==> src/rtl/core/t1br_pkg.sv <==
// Shared types, constants and helpers for the T=1 block receiver.
// Used by t1br_parse, t1br_emit and the top level; depends on nothing.
package t1br_pkg;

   // Packet limits and counter widths
   localparam int MaxPacket = 64;
   localparam int CountW    = $clog2(MaxPacket + 2);
   localparam int CmpW      = (CountW > 8) ? CountW : 8;
   localparam int MinPacket = 7;
   localparam int HdrLen    = 3;

   // Byte positions inside a packet
   localparam int PosHdr0     = 0;
   localparam int PosLen      = 1;
   localparam int PosHdr2     = 2;
   localparam int PosNad      = 3;
   localparam int PosPcb      = 4;
   localparam int PosInfLen   = 5;
   localparam int PosFirstInf = 6;

   // Result item kinds
   localparam logic [1:0] KIND_DATA    = 2'd0;
   localparam logic [1:0] KIND_VERDICT = 2'd1;
   localparam logic [1:0] KIND_REPLY   = 2'd2;

   // Verdict codes
   localparam logic [2:0] VERD_OK        = 3'd0;
   localparam logic [2:0] VERD_SHORT     = 3'd1;
   localparam logic [2:0] VERD_BAD_HDR   = 3'd2;
   localparam logic [2:0] VERD_BAD_LRC   = 3'd3;
   localparam logic [2:0] VERD_OVERLONG  = 3'd4;

   // Block types
   localparam logic [1:0] BTYPE_I = 2'd0;
   localparam logic [1:0] BTYPE_R = 2'd1;
   localparam logic [1:0] BTYPE_S = 2'd2;

   // PCB codes and reply bytes
   localparam logic [7:0] PCB_TYPE_MASK = 8'hC0;
   localparam logic [7:0] PCB_R_CODE    = 8'h80;
   localparam logic [7:0] PCB_WTX       = 8'hC3;
   localparam logic [7:0] PCB_KEY_A     = 8'hC4;
   localparam logic [7:0] PCB_KEY_B     = 8'hF4;
   localparam logic [7:0] PCB_CARD_A    = 8'hE5;
   localparam logic [7:0] PCB_CARD_B    = 8'hF5;
   localparam logic [7:0] RSP_WTX_PCB   = 8'hE3;
   localparam logic [7:0] RSP_CARD_PCB  = 8'hD5;
   localparam logic [7:0] RSP_KEY_NAD   = 8'hE2;
   localparam logic [7:0] RSP_KEY_PCB   = 8'hE4;
   localparam logic [7:0] FRAME_LEN_SHORT = 8'd4;
   localparam logic [7:0] FRAME_LEN_LONG  = 8'd5;

   // Emit sequence slots
   localparam logic [3:0] SLOT_DATA    = 4'd0;
   localparam logic [3:0] SLOT_VERDICT = 4'd1;
   localparam logic [3:0] SLOT_HDR0    = 4'd2;
   localparam logic [3:0] SLOT_HLEN    = 4'd3;
   localparam logic [3:0] SLOT_HDR2    = 4'd4;
   localparam logic [3:0] SLOT_BLK0    = 4'd5;
   localparam logic [3:0] SLOT_BLK1    = 4'd6;
   localparam logic [3:0] SLOT_BLK2    = 4'd7;
   localparam logic [3:0] SLOT_BLK3    = 4'd8;
   localparam logic [3:0] SLOT_LRC     = 4'd9;

   typedef struct packed {
      logic [7:0] rx_byte;
      logic       rx_last;
   } req_word_type;

   typedef struct packed {
      logic [1:0] item_kind;
      logic [7:0] byte_value;
      logic [2:0] verdict;
      logic [1:0] block_type;
      logic [7:0] control_byte;
      logic       seq_bit;
      logic       reply_sent;
      logic       run_last;
   } rsp_word_type;

   // Everything one input byte causes, handed from parser to emitter
   typedef struct packed {
      logic       has_data;
      logic [7:0] data;
      logic       has_verdict;
      logic [2:0] verdict;
      logic [1:0] block_type;
      logic [7:0] control_byte;
      logic       seq_bit;
      logic       reply;
      logic       long_reply;
      logic [7:0] blk0;
      logic [7:0] blk1;
      logic [7:0] blk2;
      logic [7:0] blk3;
      logic [7:0] lrc;
   } bundle_type;

   // Swap the source and destination nibbles of a NAD
   function automatic logic [7:0] mirror_nad(input logic [7:0] nad);
      return {nad[3:0], nad[7:4]};
   endfunction

endpackage

==> src/rtl/core/t1br_parse.sv <==
// Input register and per-byte packet parser of the T=1 block receiver.
// Depends on t1br_pkg; feeds t1br_emit one bundle for each byte that has results.
module t1br_parse (
   input  logic                  clock,
   input  logic                  reset,
   input  logic                  req_valid,
   output logic                  req_stall,
   input  t1br_pkg::req_word_type req_word,
   output logic                  bnd_valid,
   output t1br_pkg::bundle_type  bnd_word,
   input  logic                  bnd_stall
);
   import t1br_pkg::*;

   logic               in_valid_ff;
   req_word_type       in_ff;
   logic [CountW-1:0]  byte_count_ff, byte_count_in;
   logic               header_ok_ff, header_ok_in;
   logic [7:0]         length_ff, length_in;
   logic [7:0]         xor_ff, xor_in;
   logic [7:0]         nad_ff, nad_in;
   logic [7:0]         pcb_ff, pcb_in;
   logic [7:0]         inf_len_ff, inf_len_in;
   logic [7:0]         first_inf_ff, first_inf_in;
   logic               seq_ff, seq_in;

   logic [CountW-1:0]  pos, n_cnt;
   logic [CmpW-1:0]    n_cmp;
   logic               in_window, has_items, take;
   logic [2:0]         verd;
   logic [1:0]         btype;
   logic               seq_out, reply, long_reply, card;
   logic [7:0]         blk0, blk1, blk2, blk3;

   // Handshake: a word leaves the input register when its results fit
   assign has_items = in_window && (pos >= CountW'(PosNad)) || in_ff.rx_last;
   assign take      = in_valid_ff && (!has_items || !bnd_stall);
   assign req_stall = in_valid_ff && !take;
   assign bnd_valid = in_valid_ff && has_items;

   // Hold the input word
   always_ff @(posedge clock) begin
      if (reset) begin
         in_valid_ff <= 1'b0;
      end else if (!req_stall) begin
         in_valid_ff <= req_valid;
      end
      if (req_valid && !req_stall) begin
         in_ff <= req_word;
      end
   end

   // Advance the packet state for this byte
   always_comb begin
      pos          = byte_count_ff;
      in_window    = pos < CountW'(MaxPacket);
      n_cnt        = (pos <= CountW'(MaxPacket)) ? pos + CountW'(1) : pos;
      n_cmp        = CmpW'(n_cnt);
      header_ok_in = header_ok_ff;
      length_in    = length_ff;
      xor_in       = xor_ff;
      nad_in       = nad_ff;
      pcb_in       = pcb_ff;
      inf_len_in   = inf_len_ff;
      first_inf_in = first_inf_ff;
      if (in_window) begin
         if (pos == CountW'(PosHdr0) || pos == CountW'(PosHdr2)) begin
            if (in_ff.rx_byte != 8'd0) header_ok_in = 1'b0;
         end else if (pos == CountW'(PosLen)) begin
            length_in = in_ff.rx_byte;
         end else begin
            xor_in = xor_ff ^ in_ff.rx_byte;
            if (pos == CountW'(PosNad))      nad_in       = in_ff.rx_byte;
            if (pos == CountW'(PosPcb))      pcb_in       = in_ff.rx_byte;
            if (pos == CountW'(PosInfLen))   inf_len_in   = in_ff.rx_byte;
            if (pos == CountW'(PosFirstInf)) first_inf_in = in_ff.rx_byte;
         end
      end
   end

   // Judge the packet and build the reply block
   always_comb begin
      if (!pcb_in[7]) begin
         btype = BTYPE_I;
      end else if ((pcb_in & PCB_TYPE_MASK) == PCB_R_CODE) begin
         btype = BTYPE_R;
      end else begin
         btype = BTYPE_S;
      end

      if (n_cmp < CmpW'(MinPacket)) begin
         verd = VERD_SHORT;
      end else if (n_cmp > CmpW'(MaxPacket)) begin
         verd = VERD_OVERLONG;
      end else if (!header_ok_in || CmpW'(length_in) != n_cmp - CmpW'(HdrLen)) begin
         verd = VERD_BAD_HDR;
      end else if (xor_in != 8'd0) begin
         verd = VERD_BAD_LRC;
      end else begin
         verd = VERD_OK;
      end

      seq_out    = seq_ff;
      reply      = 1'b0;
      long_reply = 1'b0;
      card       = 1'b0;
      blk0       = mirror_nad(nad_in);
      blk1       = RSP_WTX_PCB;
      blk2       = 8'd0;
      blk3       = first_inf_in;
      if (verd == VERD_OK) begin
         if (btype == BTYPE_R) begin
            seq_out = pcb_in[4];
         end else if (btype == BTYPE_I) begin
            seq_out = ~seq_ff;
         end
         if (pcb_in == PCB_WTX) begin
            reply = 1'b1;
            if (inf_len_in != 8'd0) begin
               long_reply = 1'b1;
               blk2       = 8'd1;
            end
         end else if (pcb_in == PCB_KEY_A || pcb_in == PCB_KEY_B) begin
            reply = 1'b1;
            blk0  = RSP_KEY_NAD;
            blk1  = RSP_KEY_PCB | {1'b0, seq_out, 6'd0};
         end else if (pcb_in == PCB_CARD_A || pcb_in == PCB_CARD_B) begin
            reply = 1'b1;
            card  = 1'b1;
            blk1  = RSP_CARD_PCB;
         end
         if (card) seq_out = 1'b0;
      end
   end

   // Pack the results of this byte
   always_comb begin
      bnd_word              = '0;
      bnd_word.has_data     = in_window && (pos >= CountW'(PosNad));
      bnd_word.data         = in_ff.rx_byte;
      bnd_word.has_verdict  = in_ff.rx_last;
      bnd_word.verdict      = verd;
      bnd_word.block_type   = btype;
      bnd_word.control_byte = pcb_in;
      bnd_word.seq_bit      = seq_out;
      bnd_word.reply        = reply;
      bnd_word.long_reply   = long_reply;
      bnd_word.blk0         = blk0;
      bnd_word.blk1         = blk1;
      bnd_word.blk2         = blk2;
      bnd_word.blk3         = blk3;
      bnd_word.lrc          = blk0 ^ blk1 ^ blk2 ^ (long_reply ? blk3 : 8'd0);
   end

   // Clear the packet state after the last byte
   assign byte_count_in = in_ff.rx_last ? '0 : n_cnt;
   assign seq_in        = in_ff.rx_last ? seq_out : seq_ff;

   always_ff @(posedge clock) begin
      if (reset) begin
         byte_count_ff <= '0;
         header_ok_ff  <= 1'b1;
         length_ff     <= 8'd0;
         xor_ff        <= 8'd0;
         nad_ff        <= 8'd0;
         pcb_ff        <= 8'd0;
         inf_len_ff    <= 8'd0;
         first_inf_ff  <= 8'd0;
         seq_ff        <= 1'b0;
      end else if (take) begin
         byte_count_ff <= byte_count_in;
         seq_ff        <= seq_in;
         if (in_ff.rx_last) begin
            header_ok_ff <= 1'b1;
            length_ff    <= 8'd0;
            xor_ff       <= 8'd0;
            nad_ff       <= 8'd0;
            pcb_ff       <= 8'd0;
            inf_len_ff   <= 8'd0;
            first_inf_ff <= 8'd0;
         end else begin
            header_ok_ff <= header_ok_in;
            length_ff    <= length_in;
            xor_ff       <= xor_in;
            nad_ff       <= nad_in;
            pcb_ff       <= pcb_in;
            inf_len_ff   <= inf_len_in;
            first_inf_ff <= first_inf_in;
         end
      end
   end

`ifndef SYNTH
   a_count_cleared: assert property (@(posedge clock) disable iff (reset)
      take && in_ff.rx_last |=> byte_count_ff == '0)
      else $error("byte count not cleared after packet end");
   a_count_sat: assert property (@(posedge clock) disable iff (reset)
      byte_count_ff <= CountW'(MaxPacket + 1))
      else $error("byte count beyond saturation");
   a_stall_holds: assert property (@(posedge clock) disable iff (reset)
      req_stall |=> in_valid_ff && $stable(in_ff))
      else $error("stalled input word changed");
`endif

endmodule

==> src/rtl/core/t1br_emit.sv <==
// Bundle register, item sequencer and result register of the receiver.
// Depends on t1br_pkg; takes bundles from t1br_parse.
module t1br_emit (
   input  logic                  clock,
   input  logic                  reset,
   input  logic                  bnd_valid,
   input  t1br_pkg::bundle_type  bnd_word,
   output logic                  bnd_stall,
   output logic                  rsp_valid,
   input  logic                  rsp_stall,
   output t1br_pkg::rsp_word_type rsp_word
);
   import t1br_pkg::*;

   logic          bnd_valid_ff;
   bundle_type    bnd_ff;
   logic          mid_ff;
   logic [3:0]    slot_ff;
   logic          rsp_valid_ff;
   rsp_word_type  rsp_ff;

   logic          out_load, emit, is_final, done;
   logic [3:0]    slot;
   rsp_word_type  item;

   // Pick the current slot and see whether it closes the bundle
   always_comb begin
      slot = mid_ff ? slot_ff : (bnd_ff.has_data ? SLOT_DATA : SLOT_VERDICT);
      case (slot)
         SLOT_DATA:    is_final = !bnd_ff.has_verdict;
         SLOT_VERDICT: is_final = !bnd_ff.reply;
         SLOT_BLK3:    is_final = !bnd_ff.long_reply;
         SLOT_LRC:     is_final = 1'b1;
         default:      is_final = 1'b0;
      endcase
   end

   assign out_load  = !rsp_valid_ff || !rsp_stall;
   assign emit      = bnd_valid_ff && out_load;
   assign done      = emit && is_final;
   assign bnd_stall = bnd_valid_ff && !done;

   // Build the item for the current slot
   always_comb begin
      item          = '0;
      item.run_last = is_final;
      case (slot)
         SLOT_DATA: begin
            item.item_kind  = KIND_DATA;
            item.byte_value = bnd_ff.data;
         end
         SLOT_VERDICT: begin
            item.item_kind    = KIND_VERDICT;
            item.verdict      = bnd_ff.verdict;
            item.block_type   = bnd_ff.block_type;
            item.control_byte = bnd_ff.control_byte;
            item.seq_bit      = bnd_ff.seq_bit;
            item.reply_sent   = bnd_ff.reply;
         end
         SLOT_HDR0: item.item_kind = KIND_REPLY;
         SLOT_HLEN: begin
            item.item_kind  = KIND_REPLY;
            item.byte_value = bnd_ff.long_reply ? FRAME_LEN_LONG : FRAME_LEN_SHORT;
         end
         SLOT_HDR2: item.item_kind = KIND_REPLY;
         SLOT_BLK0: begin
            item.item_kind  = KIND_REPLY;
            item.byte_value = bnd_ff.blk0;
         end
         SLOT_BLK1: begin
            item.item_kind  = KIND_REPLY;
            item.byte_value = bnd_ff.blk1;
         end
         SLOT_BLK2: begin
            item.item_kind  = KIND_REPLY;
            item.byte_value = bnd_ff.blk2;
         end
         SLOT_BLK3: begin
            item.item_kind  = KIND_REPLY;
            item.byte_value = bnd_ff.long_reply ? bnd_ff.blk3 : bnd_ff.lrc;
         end
         SLOT_LRC: begin
            item.item_kind  = KIND_REPLY;
            item.byte_value = bnd_ff.lrc;
         end
         default: item = '0;
      endcase
   end

   // Hold the bundle until its last item is out
   always_ff @(posedge clock) begin
      if (reset) begin
         bnd_valid_ff <= 1'b0;
      end else if (!bnd_stall) begin
         bnd_valid_ff <= bnd_valid;
      end
      if (bnd_valid && !bnd_stall) begin
         bnd_ff <= bnd_word;
      end
   end

   // Advance the slot sequencer
   always_ff @(posedge clock) begin
      if (reset) begin
         mid_ff  <= 1'b0;
         slot_ff <= SLOT_DATA;
      end else if (emit) begin
         mid_ff  <= !is_final;
         slot_ff <= slot + 4'd1;
      end
   end

   // Result register
   always_ff @(posedge clock) begin
      if (reset) begin
         rsp_valid_ff <= 1'b0;
      end else if (out_load) begin
         rsp_valid_ff <= bnd_valid_ff;
      end
      if (emit) begin
         rsp_ff <= item;
      end
   end

   assign rsp_valid = rsp_valid_ff;
   assign rsp_word  = rsp_ff;

`ifndef SYNTH
   a_mid_has_bundle: assert property (@(posedge clock) disable iff (reset)
      mid_ff |-> bnd_valid_ff)
      else $error("sequencer mid-bundle without a bundle");
   a_frame_needs_reply: assert property (@(posedge clock) disable iff (reset)
      mid_ff && slot_ff >= SLOT_HDR0 |-> bnd_ff.reply)
      else $error("reply frame slot without a reply");
   a_verdict_last: assert property (@(posedge clock) disable iff (reset)
      rsp_valid_ff && rsp_ff.item_kind == KIND_VERDICT |->
         rsp_ff.run_last == !rsp_ff.reply_sent)
      else $error("verdict end marker disagrees with reply flag");
`endif

endmodule

==> src/rtl/core/t1_block_receiver_with_auto_reply_top.sv <==
// T=1 block receiver with automatic S-block replies, top level.
// Depends on t1br_pkg, t1br_parse and t1br_emit.
//
// Usage:
//   req_* carries one received packet word per handshake: rx_byte and
//   rx_last, which marks the final byte of the packet (header included).
//   rsp_* carries result words: a data word for every block byte within
//   the size limit, a verdict word after the last byte, and on a good WTX, key-press or
//   card-presence S-block the 7- or 8-word reply frame. run_last marks
//   the final result word caused by one request word.
// Path: the first result of a request word passes the input register,
//   the bundle register and the result register.
// Throughput: one request word per cycle while each causes at most one
//   result and rsp_stall is low; at a packet end the single result register
//   drains up to nine extra result words from the bundle one by one.
// Reset: synchronous; clears packet state and the sequence bit, and
//   drops all words in flight. No clearing pass is needed.
// Stall: rsp_stall holds the result word; the bundle and input
//   registers then fill and req_stall rises, no word is lost.
module t1_block_receiver_with_auto_reply_top (
   input  logic                   clock,
   input  logic                   reset,
   input  logic                   req_valid,
   output logic                   req_stall,
   input  t1br_pkg::req_word_type  req_word,
   output logic                   rsp_valid,
   input  logic                   rsp_stall,
   output t1br_pkg::rsp_word_type  rsp_word
);
   import t1br_pkg::*;

   logic       bnd_valid;
   logic       bnd_stall;
   bundle_type bnd_word;

   // Parse each byte into a bundle of results
   t1br_parse u_parse (
      .clock     (clock),
      .reset     (reset),
      .req_valid (req_valid),
      .req_stall (req_stall),
      .req_word  (req_word),
      .bnd_valid (bnd_valid),
      .bnd_word  (bnd_word),
      .bnd_stall (bnd_stall)
   );

   // Serialize bundles into result words
   t1br_emit u_emit (
      .clock     (clock),
      .reset     (reset),
      .bnd_valid (bnd_valid),
      .bnd_word  (bnd_word),
      .bnd_stall (bnd_stall),
      .rsp_valid (rsp_valid),
      .rsp_stall (rsp_stall),
      .rsp_word  (rsp_word)
   );

endmodule

==> config.mk <==
export PLATFORM = sky130hd
export DESIGN_NAME = t1_block_receiver_with_auto_reply_top
export DESIGN_NICKNAME = d
export VERILOG_FILES = /design/src/rtl/core/t1br_pkg.sv /design/src/rtl/core/t1br_parse.sv /design/src/rtl/core/t1br_emit.sv /design/src/rtl/core/t1_block_receiver_with_auto_reply_top.sv
export SDC_FILE = /design/constraint.sdc
export NUM_CORES = 1
export LEC_CHECK = 0
export BUFFER_PORTS_ARGS = -buffer_cell sky130_fd_sc_hd__buf_2
export CORE_MARGIN = 2
export CORE_UTILIZATION = 46
export DETAILED_ROUTE_END_ITERATION = 7
export PLACE_DENSITY = 0.65
export RECOVER_POWER = 100
export SYNTH_ARGS = -nofsm -noshare
export SYNTH_HDL_FRONTEND = slang
export SYNTH_HIERARCHICAL = 1
export SYNTH_SLANG_ARGS = --single-unit
==> constraint.sdc <==
create_clock -name clock -period 3.7 [get_ports clock]
set_input_delay 0.185 -clock clock [delete_from_list [all_inputs] [get_ports clock]]
set_output_delay 0.185 -clock clock [all_outputs]
set_load 0.05 [all_outputs]
==> results.toml <==
[synth]
synth_xor_area_share_pct = 2.54
synthAdderAreaFrac_pct = 1.50
yosysUniqueCellTypes = 81
synth-seq-area-share_pct = 52.0
ys.flop_type = "edfxtp_1"
synthArstFlopShare_pct = 0
syn_avg_cell_area_um2 = 10.2
netlist_area_um2 = 8330
synth_edf_count = 101
synth_top_family_by_area = "simple AND/OR/NAND/NOR gates"
muxShareOfSynthArea_pct = 3.83
yosysWarnings = 6
synthCells = 814
synthSimpleGateAreaFrac_pct = 18.8
ys_ff_latch = 166
synth_compound_area_share_pct = 15.7

[worst_setup_path]
arrival_ns = 3.90
path_cells = "or4_4, o211ai_1, nand2_1, inv_2, ha_4, nand2b_1, a22oi_1, a311oi_1, nand4b_1, buf_4, nor3_4, o311ai_4, or4b_4, or2_1"
cpPeakStageDelay_ns = 0.57
cp.required_ns = 3.88
cp-end-kind = "register"
crit_fanout = 5
start_kind = "register"
critPathSlowestCell = "or4_4"
critPathKind = "register to register"

[floorplan]
rows = 49
die_h_um = 139
die_w_um = 139
die_area_um2 = 19200
io_pins = 41
coreArea_um2 = 17800
start_util_pct = 46.7

[final_layout]
fill_cells = 1598
fin_nets = 898
layout_common_cells = "101 x edfxtp_1, 90 x nor2_1, 68 x a21oi_1, 64 x dfxtp_1"
diodes = 0
fin_area_um2 = 9760
layout_commonest_cell = "edfxtp_1"
syn2layout_area_growth_pct = 17.2
postLayoutCoreUtil_pct = 54.7
drive_gt1_share_pct = 15.2

[place]
port_buffers = 40
place_area_um2 = 8870
dp_hpwl_um = 13800
gp_routability_congestion = 0.916

[global_routing]
grt_start_max_net_pins = 67
grt.overflow.total = 0
grt_pass1_vias = 6087
grt_pass1_wl_um = 32900
grt-busiest-layer = "met2"
use_met2_pct = 35.2
antenna_found_initial = 0
grt_usage_pct = 21.5
gr-usage-met3_pct = 4.28
use_met1_pct = 29.2

[status]
status = "finished with violations"
violations = "max-capacitance violations, max-slew violations, negative setup slack"

[power]
pwr-share-comb_pct = 6.7
p_sw_share_pct = 24.1
p_int_mw = 3.17
switching_power_mw = 1.01
p_per_area_nw_per_um2 = 428
p_clk_share_pct = 44.6
ir_drop_mv = 0.379
p_leak_nw = 3.60
seqPwrFrac_pct = 48.7

[route]
drtIter0Drc = 671
detail_route.wirelength_um = 20800
viasPerCell = 5.83
vias = 6516
dr.pass1.iters = 5
drc = 0
wl_per_cell_um = 18.6
detail-route-antenna-nets = 0

[sta]
setup_viol = 2
tightest_slew_ns = 2.45
timing.final.hold_violations = 0
fin_crit_sh_pct = 101
period_needed_ns = 3.72
max_freq_mhz = 269
rsz0062_at_grt = "yes"
max_slew_margin_pct = -63.6
clock_skew_ns = 0.0147
fin_ws_ns = -0.0187
finalMaxSlewViolations = 133

[cts]
clk_pin_slew_worst_paths_ns = 0.07
cts_buffer_depth = 2
h-tree-depth = 4
cts_tree = "done"
clock_latency_ns = 0.44
cts-root-buf = "clkbuf_16"
cts_sinks = 166
numCtsBuffers = 17

[worst_hold_path]
hold_class = "primary input to register"

[flow_run]
drv_cap = 3
## state kept, by name, indices dropped and copies added, names as in the netlist
signal,cells
u_emit/bnd_valid_ff,1
u_parse/xor_ff,8
u_parse/seq_ff,1
u_emit/rsp_valid,1
u_parse/byte_count_ff,7
u_parse/in_valid_ff,1
u_parse/bnd_word,9
u_emit/slot_ff,4
u_parse/length_ff,8
u_parse/pcb_ff,8
u_parse/first_inf_ff,8
u_parse/inf_len_ff,8
u_parse/nad_ff,8
u_emit/rsp_word,26
u_emit/mid_ff,1
u_emit/bnd_ff,66
u_parse/header_ok_ff,1
## synth_stat cells, types with 4 or more instances
cell type	n	share of area [%]
o21ai_1	9	0.54
or3_1	10	0.75
o21ai_0	20	1.2
mux2_2	7	0.95
a22oi_1	34	3.1
buf_4	16	1.4
nor4_1	9	0.68
o32ai_1	5	0.53
nor4bb_1	4	0.48
nor2_1	91	4.1
xnor2_1	14	1.5
and3_1	21	1.6
ha_1	10	1.5
a31oi_1	7	0.53
dfxtp_1	65	16
xor2_1	5	0.53
nand2_1	27	1.2
and2_1	5	0.38
nor3_1	27	1.6
a21boi_0	4	0.36
nand3_1	21	1.3
nand2b_1	7	0.53
nor3b_1	5	0.45
nor3_2	7	0.84
mux2i_1	24	2.9
inv_1	34	1.5
buf_2	6	0.36
nand3b_1	10	0.90
a211oi_1	11	0.99
nor2b_1	11	0.83
a21oi_1	69	4.1
edfxtp_1	101	36
clkbuf_1	41	1.8
o211ai_1	4	0.36
## logic make-up after synthesis
logic type / Yosys count
flops: 166
fa+ha+maj: 10
mux: 31
buf+inv: 101
compound gates: 200
xor+xnor: 21
other cells: 2
simple gates: 283
## what timing repair did
| action | in CTS | in global routing |
|---|---|---|
| pin swaps | 1 | 16 |
| hold buffers | 9 | 0 |
| endpoints found under the hold margin | 9 | 0 |
| setup endpoints to repair | 1 | 20 |
| gates cloned | 0 | 2 |
| buffers inserted | 0 | 11 |
| gates resized for setup | 0 | 28 |
## final timing paths
path / depth (start not counted) / to / from / slack (ns)
setup / recovery: 14 / u_emit/bnd_ff[24] / u_parse/byte_count_ff[3] / -0.02
hold / removal: 3 / u_emit/rsp_valid / rsp_stall / 0.005
setup reg to reg: 14 / u_emit/bnd_ff[24] / u_parse/byte_count_ff[3] / -0.02
hold reg to reg: 2 / u_parse/first_inf_ff[0] / u_parse/first_inf_ff[0] / 0.49
## metal layers
metal  up-vias  wire, um
met5         -         0
met4         0       373
met3        30      1140
met2       210      9850
met1      3158      9410
li1       3118         -
## worst max-delay path, delay by kind of cell (launching register included)
family | cells | cell delay, ns
AO/OA/AOI/OAI | 4 | 0.68
buffers and inverters | 2 | 0.29
adder cells (fa/ha/maj) | 1 | 0.21
AND/OR/NAND/NOR | 7 | 1.94
flip-flops | 1 | 0.33
## metrics by stage
stage | setup WS (ns) | cells | TNS, ns | total power [mW] | hold slack [ns]
2_1_floorplan | 0.0177 | 822 | 0 | 2.26 | 0.284
3_3_place_gp | 0.129 | 1063 | 0 | 2.34 | 0.362
3_5_place_dp | 0.00116 | 1063 | 0 | 2.34 | 0.364
4_1_cts | 0.0560 | 1104 | 0 | 4.20 | 0.00321
5_1_grt | -0.168 | 1117 | -2.49 | 4.31 | 0.0341
6_report | -0.0187 | 1117 | -0.0203 | 4.17 | 0.00455
## area by class of cell
cell class | instances | area, um2 | share of cell area (%)
clock inverter | 15 | 190 | 1.95
multi-input combinational | 555 | 3680 | 37.7
timing repair buffer | 100 | 698 | 7.15
inverter | 35 | 139 | 1.42
tap | 229 | 287 | 2.94
clock buffer | 17 | 425 | 4.36
sequential | 166 | 4340 | 44.4
## power groups by stage
stage / logic [mW] / registers [mW] / clock network, mW
3_3_place_gp: 0.267 / 2.07 / 0
2_1_floorplan: 0.165 / 2.09 / 0
3_5_place_dp: 0.269 / 2.07 / 0
6_report: 0.278 / 2.03 / 1.86
4_1_cts: 0.278 / 2.03 / 1.89
5_1_grt: 0.301 / 2.03 / 1.98
Note: power is estimated with default switching activity, not from simulation.
